File: config.mk
export PLATFORM = sky130hd
export DESIGN_NAME = bcp_ctrl
export DESIGN_NICKNAME = d
export VERILOG_FILES = /design/src/design/bcp_pkg.sv /design/src/design/bcp_ctrl.sv
export SDC_FILE = /design/constraint.sdc
export NUM_CORES = 1
export LEC_CHECK = 0
export ABC_AREA = 1
export ABC_CLOCK_PERIOD_IN_PS = 3100
export BUFFER_PORTS_ARGS = -buffer_cell sky130_fd_sc_hd__buf_2
export CORE_AREA = 8 8 45 47
export DETAILED_ROUTE_END_ITERATION = 6
export DIE_AREA = 0 0 53 55
export PLACE_DENSITY = 0.51
export SYNTH_ARGS = -nofsm -noshare
export SYNTH_HDL_FRONTEND = slang
export SYNTH_SLANG_ARGS = --single-unit
File: constraint.sdc
create_clock -name clk -period 3.1 [get_ports clk]
set_input_delay 0.465 -clock clk [delete_from_list [all_inputs] [get_ports clk]]
set_output_delay 0.465 -clock clk [all_outputs]
set_load 0.01 [all_outputs]
File: src/design/bcp_pkg.sv
// ----------------------------------------------------------------------------
// bcp_pkg: shared types for the binomial coefficient unit
// Field widths, controller states and the command/status bundles that join
// the controller and the datapath.
// ----------------------------------------------------------------------------
package bcp_pkg;

	// field widths of the operand and result items
	localparam int FIELD_W = 6;
	localparam int COEF_W  = 64;

	// controller states
	typedef enum logic [2:0] {
		ST_IDLE,
		ST_CLEAR,
		ST_PRIME,
		ST_FIRST,
		ST_RUN,
		ST_FETCH,
		ST_FINISH
	} bcp_state_t;

	// controller to datapath
	typedef struct packed {
		logic take;      // operand channel ready
		logic clear_wr;  // write zero at the clear column
		logic row_prime; // read top column of a row
		logic row_first; // capture top entry, read next column
		logic row_run;   // add, write back, read next column
		logic fetch;     // read the final column
		logic out_load;  // load the result register
	} bcp_cmd_t;

	// datapath to controller
	typedef struct packed {
		logic in_valid;   // operand item offered
		logic special;    // result known without the triangle
		logic clear_last; // last column of the clear sweep
		logic wa_last;    // column 1 is being written
		logic row_last;   // last row of the triangle
		logic out_free;   // result register can take a new item
	} bcp_status_t;

endpackage

File: src/design/bcp_ctrl.sv
// ----------------------------------------------------------------------------
// bcp_ctrl: sequencer for the triangle build
// Walks clear sweep, row passes and final fetch, and hands the result to the
// output register once it is free.
// ----------------------------------------------------------------------------
module bcp_ctrl
	import bcp_pkg::*;
(
	input  logic        clk,
	input  logic        arst_n,
	input  bcp_status_t status,
	output bcp_cmd_t    cmd
);

	bcp_state_t state_q;
	bcp_state_t state_next;

	// state register
	always_ff @(posedge clk or negedge arst_n) begin
		if (!arst_n) begin
			state_q <= ST_IDLE;
		end else begin
			state_q <= state_next;
		end
	end

	// next state
	always_comb begin
		state_next = state_q;
		unique case (state_q)
			ST_IDLE: begin
				if (status.in_valid) state_next = ST_CLEAR;
			end
			ST_CLEAR: begin
				if (status.special) state_next = ST_FINISH;
				else if (status.clear_last) state_next = ST_PRIME;
			end
			ST_PRIME: begin
				state_next = ST_FIRST;
			end
			ST_FIRST: begin
				state_next = ST_RUN;
			end
			ST_RUN: begin
				if (status.wa_last) state_next = status.row_last ? ST_FETCH : ST_PRIME;
			end
			ST_FETCH: begin
				state_next = ST_FINISH;
			end
			ST_FINISH: begin
				if (status.out_free) state_next = ST_IDLE;
			end
			default: begin
				state_next = ST_IDLE;
			end
		endcase
	end

	// command outputs
	always_comb begin
		cmd = '0;
		unique case (state_q)
			ST_IDLE:   cmd.take = 1'b1;
			ST_CLEAR:  cmd.clear_wr = !status.special;
			ST_PRIME:  cmd.row_prime = 1'b1;
			ST_FIRST:  cmd.row_first = 1'b1;
			ST_RUN:    cmd.row_run = 1'b1;
			ST_FETCH:  cmd.fetch = 1'b1;
			ST_FINISH: cmd.out_load = status.out_free;
			default:   cmd = '0;
		endcase
	end

endmodule

# --- After elaboration in Yosys (flattened, before gate mapping) ---
# Cells that the tools add are included.
word_totals:
  regBits: 3
  output_inout_bits: 7
  wordCells: 28
op_classes:
  eq_ne: 10
  muxes: 14
  reduce_logical: 3
ops:
  columns: ["operator", "count"]
  rows:
  - ["one-hot mux 3 bit (7 select lines)", 1]
  - ["two-way mux 3 bit", 6]
  - ["equality test 3 bit (second input constant)", 3]
  - ["two-way mux 1 bit", 7]
  - ["equality test 3 x 2 -> 1 bit (second input constant)", 2]
  - ["!= test 2 bit (second input constant)", 3]
  - ["AND reduction 4 bit", 1]
  - ["equality test 3 x 1 -> 1 bit (second input constant)", 1]
  - ["zero test 3 bit", 1]
  - ["!= test 3 bit (second input constant)", 1]
  - ["zero test 1 bit", 1]

# --- Depth between registers and ports, before layout ---
# Gate-level depths: netlist of run 1.
depth:
  ltp_word: 3
  ltp_mapped: 8
  depth_no_buf: 7

# --- Worst setup path before layout of run 1 ---
# OpenSTA, ideal clock, no wires.
synth_timing:
  kind: "register to output"
  start: "reg state_q[2]"
  end: "out cmd[5] (netlist name)"
  arrival_time_ns: 0.919
  required_time_ns: 2.635
  path_slack_ns: 1.716
  path_stages_with_launch: 3
  n_path_buf: 1
  cell_sequence: "dfrtp_1 > buf_6 > nor4_1"
synth_rtl:
  columns: ["item", "line", "source"]
  rows:
  - ["from (decl)", "bcp_ctrl.sv:15", "bcp_state_t state_q;"]
  - ["from (signal assigned)", "bcp_ctrl.sv:23", "state_q <= state_next;"]
  - ["to (decl)", "bcp_ctrl.sv:12", "output bcp_cmd_t cmd"]

==> results.py, run 1 <==
metrics = {
    "sta": {
        "fin_tns_setup_ns": 0,
        "hold_violations": 0,
        "skew_ns": 0.00113,
        "layout_setup_ws_ns": 1.45,
        "holdWs_ns": 0.558,
        "fin_crit_ns": 1.65,
        "finalSetupViolations": 0,
        "grt_setup_unrepaired": "no",
        "worstMarginPinSlew_ns": 0.287,
        "max_freq_ghz": 0.607,
        "maxSlewHeadroom": 0.809,
        "post-route-period-util": 0.531,
        "slew_viol_final": 0,
    },
    "layout": {
        "top_regs": "state_q: 3 flops",
        "drive_above_1_share": 0.349,
        "fin_util": 0.279,
        "area_growth_pct": 42.4,
        "largest_register": "state_q",
        "multiInputGateArea_sq_um": 159,
        "diodes": 0,
        "fillers": 160,
        "largest_reg_flops": 3,
        "regArea_sq_um": 75.1,
        "layout.nets": 72,
        "final_cell_area_sq_um": 387,
    },
    "yosys": {
        "synth_fp_nets": 53,
        "synthXorXnorAreaFrac": 0,
        "synth_fa_ha_area_frac": 0,
        "ys_seq_area_frac": 0.276,
        "synth_warnings": 0,
        "syn-cell-area_sq_um": 272,
        "synthCells": 45,
        "synth_compound_area_frac": 0.0553,
        "yosysUniqueCellTypes": 13,
        "synth_seq_cells": 3,
        "synth_top_family_by_area": "simple AND/OR/NAND/NOR gates",
        "synthSimpleGateAreaFrac": 0.530,
        "syn_area_per_cell_sq_um": 6.03,
        "synthMuxAreaShare": 0,
    },
    "clock_network": {
        "cts_root_buf": "clkbuf_4",
        "cts-buffers-inserted": 3,
        "post_cts_resized": 0,
        "cts_num_sinks": 3,
        "path_clk_slew_ns": 0.04,
        "tritoncts": "yes",
        "clk_path_buf_depth": 2,
        "clk_latency_ns": 0.23,
        "cts-htree-levels": 1,
    },
    "die": {
        "dieArea_sq_mm": 0.00292,
        "initial_core_util": 0.196,
        "ioPinCount": 15,
        "fp.dieH_um": 55,
        "coreArea_sq_mm": 0.00138,
        "rows": 14,
        "die_width_um": 53,
    },
    "worst_setup_path": {
        "cp-endpoint": "cmd[3]",
        "cp-start-kind": "register",
        "startpoint": "state_q[1]$_DFFE_PN0P_",
        "reg2reg_to": "state_q[0]$_DFFE_PN0P_",
        "r2r-start": "state_q[2]$_DFFE_PN0P_",
        "cp_max_fo": 7,
        "r2r_slack_ns": 1.95,
        "critPathKind": "reg2out",
        "crit_arrival_ns": 1.18,
        "end_kind": "primary output",
        "crit_required_ns": 2.63,
        "rr_worst_depth": 7,
    },
    "route": {
        "drt-total-wl_um": 741,
        "ant_nets": 0,
        "routedWlPerCell_um": 9.38,
        "drtIter0Drc": 2,
        "viasPerCell": 4.10,
        "vias": 324,
        "firstDrtPassIters": 2,
        "drcViolationCount": 0,
    },
    "power_and_ir_drop": {
        "ir_drop_mv": 0.265,
        "leakage_nw": 0.227,
        "pwr_density_cell_mw_per_mm2": 942,
    },
    "global_routing": {
        "grt_max_degree": 9,
        "grt_pass1_vias": 302,
        "antenna_found_initial": 0,
        "grt_pass1_wl_um": 1170,
        "grt_usage": 0.0547,
        "grt_overflow_total": 0,
    },
    "placement": {
        "place.gp.congestion": 0.784,
        "place_ws_ns": 1.69,
        "dp_hpwl_um": 626,
        "placed_area_sq_um": 350,
        "numPortBuffers": 14,
    },
    "run": {
        "drv_cap": 0,
    },
    "hold_path": {
        "holdCritPathClass": "in2async",
    },
    "status": {
        "status": "completed",
    },
}
## layout by cell type, fill, tap and decap left out, drive strengths merged, types with 2 or more instances in the layout
master / Yosys / routed
nand3b: 2 / 2
nand2: 11 / 11
dfrtp: 3 / 3
inv: 7 / 7
buf: 1 / 14
o21ai: 3 / 3
nand3: 4 / 4
clkbuf: 0 / 4
nor2: 9 / 9
nor3: 4 / 4
## cells in the mapped netlist
library cell	count	area (sq um)
nand2_1	10	37.5
nor2_1	7	26.3
inv_1	5	18.8
nand3_1	4	20.0
nor3_1	4	20.0
dfrtp_1	3	75.1
o21ai_0	3	15.0
inv_2	2	7.51
nand3b_1	2	15.0
nor2_2	2	12.5
buf_6	1	11.3
nand2_2	1	6.26
nor4_1	1	6.26
## worst min path at each step
stage                     cells past startpoint                      to  slack, ns
after floorplan                               0  state_q[0]$_DFFE_PN0P_       0.17
after global routing                          2  state_q[2]$_DFFE_PN0P_       0.56
after detailed placement                      1  state_q[2]$_DFFE_PN0P_       0.26
final                                         2  state_q[2]$_DFFE_PN0P_       0.56
after CTS                                     1  state_q[2]$_DFFE_PN0P_       0.01
after global placement                        1  state_q[2]$_DFFE_PN0P_       0.26
## final cells by class
type / instances / share of cell area
multi-input cells: 34 / 0.411
repair buffers: 15 / 0.207
flip-flops and latches: 3 / 0.194
clock buffers: 4 / 0.0680
inverters: 7 / 0.0680
well taps: 16 / 0.0518
## timing repair
action                    4_1_cts  5_1_grt
hold endpoints to repair        0        1
setup buffers                   0        0
hold buffers                    0        1
## through the flow
| step | std cells | total power [mW] |
|---|---|---|
| 6_report | 79 | 0.364 |
| 5_1_grt | 79 | 0.409 |
| 4_1_cts | 78 | 0.370 |
| 3_5_place_dp | 74 | 0.298 |
| 3_3_place_gp | 74 | 0.298 |
| 2_1_floorplan | 45 | 0.246 |
## kinds of logic (layout without fill, tap and decap cells)
family                 Yosys count  in the layout
AND/OR/NAND/NOR                 31             31
buffers and inverters            8             26
AO/OA/AOI/OAI                    3              3
flip-flops                       3              3
## routing by layer
metal	wire length, um	up-vias	part of all wire	track usage
li1	-	178	-	-
met1	374	133	0.50	0.0654
met2	301	11	0.41	0.0742
met3	47	2	0.063	0.0107
met4	17	0	0.023	0.0647
met5	0	-	0	0
## critical path, cell delays in order, from the launching register on
cell and delay (ns):
dfrtp_1 0.46, inv_1 0.11, nor3_1 0.21, buf_2 0.17
## power breakdown
group / switching, mW / leakage, nW / internal [mW]
Combinational: 0.118 / 0.175 / 0.0768
Clock: 0.0200 / 0.0150 / 0.0482
Sequential: 0.0413 / 0.0368 / 0.0596
Total: 0.179 / 0.227 / 0.185
Power figures use the tool's default switching activity.
==> run 2: changes to the inputs <==
Settings changed: ABC_CLOCK_PERIOD_IN_PS 3100 to 1400, PLACE_DENSITY 0.51 to 0.52.
Clock period 3.1 ns to 1.4 ns, I/O delays scaled along.
==> run 2 against run 1 <==
  * Clock-buffer cell count stayed put
  * Via count is 3.4% higher
  * Combinational power is 120% higher
  * Clock power is 120% higher
  * Sequential power is 130% higher
  * Total power is 130% higher
  * Core utilization is 0.27 points higher
  * First-iteration DRC count grew to 6.5 times the previous value
  * Setup slack worse by 1.4 ns
  * Critical path depth is 1 higher
  * Register-to-register slack worse by 1.7 ns
  * Sequential share of layout area is 0.77 points higher
  * Highest routed layer is now met3
==> results.py, run 2 (synthesized netlist as in run 1, its figures left out) <==
metrics = {
    "status": {
        "status": "completed",
    },
    "clock_network": {
        "cts_num_sinks": 3,
        "tritoncts": "yes",
        "path_clk_slew_ns": 0.04,
        "cts-htree-levels": 1,
        "clk_latency_ns": 0.23,
        "clk_path_buf_depth": 2,
        "cts_root_buf": "clkbuf_4",
        "cts-buffers-inserted": 3,
        "post_cts_buffers": 0,
    },
    "layout": {
        "largest_reg_flops": 3,
        "mostFrequentLayoutCell": "buf_2",
        "layout.nets": 72,
        "drive_above_1_share": 0.397,
        "largest_register": "state_q",
        "stdcell_count": 79,
        "top_regs": "state_q: 3 flops",
        "area_growth_pct": 43.8,
        "diodes": 0,
        "final_cell_mix": "buf_2, nand2_1, nor2_1",
        "fillers": 172,
    },
    "route": {
        "routedWlPerCell_um": 9.82,
        "firstDrtPassIters": 4,
        "viasPerCell": 4.24,
        "drt-total-wl_um": 776,
        "vias": 335,
        "ant_nets": 0,
        "drcViolationCount": 0,
        "drtIter0Drc": 13,
    },
    "die": {
        "dieArea_sq_mm": 0.00292,
        "ioPinCount": 15,
        "die_width_um": 53,
        "rows": 14,
        "fp.dieH_um": 55,
        "initial_core_util": 0.196,
        "coreArea_sq_mm": 0.00138,
    },
    "placement": {
        "numPortBuffers": 14,
        "place.gp.congestion": 0.772,
        "dp_hpwl_um": 643,
        "dp_cells": 74,
    },
    "sta": {
        "grt_setup_unrepaired": "yes",
        "holdWs_ns": 0.297,
        "finalSetupViolations": 0,
        "maxSlewHeadroom": 0.863,
        "slew_viol_final": 0,
        "skew_ns": 0.00443,
        "fin_tns_setup_ns": 0,
        "hold_violations": 0,
        "fin_crit_ns": 1.36,
        "worstMarginPinSlew_ns": 0.204,
        "max_freq_ghz": 0.734,
        "post-route-period-util": 0.974,
    },
    "worst_setup_path": {
        "crit_arrival_ns": 1.15,
        "slowest_stage": "dfrtp_2",
        "crit_chain": "nor2_2 > inv_1 > nor2_2 > buf_2",
        "cp-start-kind": "register",
        "max_stage_delay_ns": 0.44,
        "reg2reg_to": "state_q[0]$_DFFE_PN0P_",
        "crit_buf_inv": 2,
        "rr_worst_depth": 7,
        "startpoint": "state_q[1]$_DFFE_PN0P_",
        "crit_required_ns": 1.19,
        "crit_top_cell": "nor2_2",
        "r2r-start": "state_q[2]$_DFFE_PN0P_",
        "cp_top_family": "flip-flops",
        "end_kind": "primary output",
        "r2r_slack_ns": 0.28,
        "cp_max_fo": 7,
        "critPathKind": "reg2out",
    },
    "run": {
        "drv_cap": 0,
    },
    "global_routing": {
        "grt_max_degree": 9,
        "antenna_found_initial": 0,
        "grt_pass1_wl_um": 1240,
        "grt_usage": 0.0607,
        "grt_overflow_total": 0,
        "grt_pass1_vias": 323,
    },
    "power_and_ir_drop": {
        "leakage_nw": 0.224,
        "ir_drop_mv": 0.761,
        "pwr_density_cell_mw_per_mm2": 2110,
    },
    "hold_path": {
        "holdCritPathClass": "in2async",
    },
}
## run 2: cell counts in the layout (fill, tap and decap cells not counted)
Identical to the previous run, type by type.
## run 2: per-layer routing
layer  routed length (um)  global-route usage  up-vias
met5                    0                   0        -
met4                    0              0.0776        0
met3                   62              0.0241        0
met2                  367              0.0879       11
met1                  345              0.0594      146
li1                     -                   -      178
## run 2: worst max path at each step
stage          endpoint  slack, ns  cells past startpoint
2_1_floorplan    cmd[5]       0.27                      2
3_3_place_gp     cmd[5]       0.22                      3
3_5_place_dp     cmd[5]       0.24                      3
4_1_cts          cmd[2]      0.003                      4
5_1_grt          cmd[2]      -0.03                      4
6_report         cmd[2]       0.04                      4
## run 2: stage by stage
step	worst slack [ns]	cell area (sq um)	utilization	power (mW)
3_5_place_dp	0.243	350	0.253	0.660
3_3_place_gp	0.225	350	0.253	0.664
6_report	0.0371	390	0.282	0.823
4_1_cts	0.00259	388	0.280	0.827
2_1_floorplan	0.271	272	-	0.545
5_1_grt	-0.0344	390	0.282	0.909
## run 2: cell type report
type | count | area [sq um] | area share
multi-input cells | 34 | 159 | 0.407
inverters | 7 | 26.3 | 0.0673
repair buffers | 15 | 80.1 | 0.205
clock buffers | 4 | 26.3 | 0.0673
well taps | 16 | 20.0 | 0.0513
flip-flops and latches | 3 | 78.8 | 0.202
## run 2: timing repair
action,in CTS,in global routing
hold endpoints to repair,3,0
pin swaps,0,0
resized for setup,1,2
setup endpoints to repair,1,7
hold buffers,1,0
## run 2: power breakdown
group          switching, mW  leakage, nW  internal [mW]  total [mW]
registers             0.0932       0.0333          0.141       0.234
logic                  0.265        0.175          0.171       0.436
clock network         0.0454       0.0150          0.107       0.152
total                  0.404        0.224          0.419       0.823
==> run 3: changes to the inputs <==
Settings changed: ABC_CLOCK_PERIOD_IN_PS 1400 to default, CTS_CLUSTER_SIZE from default to 30, PLACE_DENSITY 0.52 to default, PLACE_DENSITY_LB_ADDON from default to 0.08.
==> run 3 against run 2 <==
  * Cell area up 3.2%
  * Sequential share of layout area down 0.63 points
  * Non-clock buffer count up 1
  * Register-to-register slack worse by 0.04 ns
  * Critical path type unchanged
  * Largest cell class unchanged
==> results.py, run 3 (synthesized netlist as in run 1, its figures left out) <==
metrics = {
    "sta": {
        "slew_viol_final": 0,
        "maxSlewHeadroom": 0.869,
        "skew_ns": 0.000288,
        "fin_tns_setup_ns": 0,
        "holdWs_ns": 0.305,
        "finalSetupViolations": 0,
        "post-route-period-util": 0.952,
        "hold_violations": 0,
        "max_freq_ghz": 0.751,
        "fin_crit_ns": 1.33,
        "worstMarginPinSlew_ns": 0.195,
        "grt_setup_unrepaired": "no",
    },
    "clock_network": {
        "cts-buffers-inserted": 3,
        "clk_latency_ns": 0.23,
        "tritoncts": "yes",
        "cts_root_buf": "clkbuf_4",
        "cts_num_sinks": 3,
        "path_clk_slew_ns": 0.04,
        "cts-htree-levels": 1,
        "clk_path_buf_depth": 2,
    },
    "worst_setup_path": {
        "cp-start-kind": "register",
        "cp_max_fo": 7,
        "crit_required_ns": 1.19,
        "slowest_stage": "dfrtp_2",
        "critPathKind": "reg2out",
        "crit_arrival_ns": 1.12,
        "end_kind": "primary output",
        "crit_buf_inv": 2,
        "cp_top_family": "flip-flops",
        "crit_chain": "inv_2 > nor4_1 > buf_2",
        "max_stage_delay_ns": 0.44,
    },
    "route": {
        "firstDrtPassIters": 4,
        "drcViolationCount": 0,
        "vias": 331,
        "drt-total-wl_um": 796,
        "viasPerCell": 4.14,
        "routedWlPerCell_um": 9.95,
        "drtIter0Drc": 5,
        "ant_nets": 0,
    },
    "power_and_ir_drop": {
        "ir_drop_mv": 0.503,
        "leakage_nw": 0.230,
        "pwr_density_cell_mw_per_mm2": 2150,
    },
    "global_routing": {
        "grt_pass1_vias": 345,
        "grt_max_degree": 9,
        "grt_overflow_total": 0,
        "antenna_found_initial": 0,
        "grt_pass1_wl_um": 1330,
        "grt_usage": 0.0618,
    },
    "hold_path": {
        "holdCritPathClass": "in2async",
    },
    "layout": {
        "diodes": 0,
        "drive_above_1_share": 0.406,
        "top_regs": "state_q: 3 flops",
        "stdcell_count": 80,
        "layout.nets": 73,
        "final_cell_mix": "buf_2, nand2_1, nor2_1",
        "area_growth_pct": 48.4,
        "largest_register": "state_q",
        "largest_reg_flops": 3,
        "mostFrequentLayoutCell": "buf_2",
    },
    "run": {
        "drv_cap": 0,
    },
    "die": {
        "ioPinCount": 15,
        "rows": 14,
        "initial_core_util": 0.196,
        "fp.dieH_um": 55,
        "die_width_um": 53,
        "dieArea_sq_mm": 0.00292,
        "coreArea_sq_mm": 0.00138,
    },
    "placement": {
        "place.gp.congestion": 0.717,
        "numPortBuffers": 14,
        "dp_hpwl_um": 640,
        "dp_cells": 74,
    },
    "status": {
        "status": "completed",
    },
}
[run 3: cell types whose count changed in the layout (fill, tap and decap cells not counted), sizes merged]
cell  previous run  this run
buf             14        15
[run 3: path summary, 6_finish.rpt]
kind,from,to,slack (ns),cells past startpoint
worst max-delay path,state_q[0]$_DFFE_PN0P_,cmd[5],0.07,3
worst min-delay path,arst_n,state_q[2]$_DFFE_PN0P_,0.31,2
worst max register to register,state_q[2]$_DFFE_PN0P_,state_q[0]$_DFFE_PN0P_,0.24,7
worst min register to register,state_q[1]$_DFFE_PN0P_,state_q[0]$_DFFE_PN0P_,0.72,3
max in group asynchronous,arst_n,state_q[0]$_DFFE_PN0P_,0.98,2
min in group clk,status[3],state_q[0]$_DFFE_PN0P_,0.31,4
[run 3: what timing repair did]
action                                 4_1_cts  5_1_grt
setup buffers                                0        1
resized for setup                            2        2
endpoints found under the hold margin        3        0
hold buffers                                 1        0
pin swaps                                    0        1
setup endpoints to repair                    2        5
[run 3: cell type report]
type                    instances  area [sq um]
clock buffers                   4          26.3
fillers                       165           981
inverters                       7          26.3
multi-input cells              34           164
flip-flops and latches          3          78.8
well taps                      16          20.0
repair buffers                 16          87.6
[run 3: per-stage QoR]
stage | util | cell area (sq um) | worst slack [ns] | total power [mW]
after floorplan | - | 272 | 0.271 | 0.545
after global placement | 0.253 | 350 | 0.176 | 0.690
after detailed placement | 0.253 | 350 | 0.212 | 0.670
after CTS | 0.281 | 389 | 0.0118 | 0.834
after global routing | 0.291 | 403 | 0.00286 | 0.954
final | 0.291 | 403 | 0.0677 | 0.866
[run 3: per-layer routing]
layer  track usage  routed length (um)  vias to the layer above
li1              -                   -                      183
met1        0.0654                 380                      140
met2        0.0957                 364                        8
met3        0.0241                  51                        0
met4        0.0517                   0                        0
met5             0                   0                        -
[run 3: report_power, final]
| part | internal, mW | switching [mW] |
|---|---|---|
| Clock | 0.107 | 0.0439 |
| Sequential | 0.141 | 0.107 |
| Combinational | 0.196 | 0.271 |
[run 3: worst reg2reg max path, stage by stage, from the launching register on]
cell and delay (ns):
dfrtp_2 0.46, nand2_2 0.12, nor2_1 0.05, nand2_1 0.09
nand2_1 0.07, nor2_1 0.16, nand2_1 0.07, nand2_1 0.06
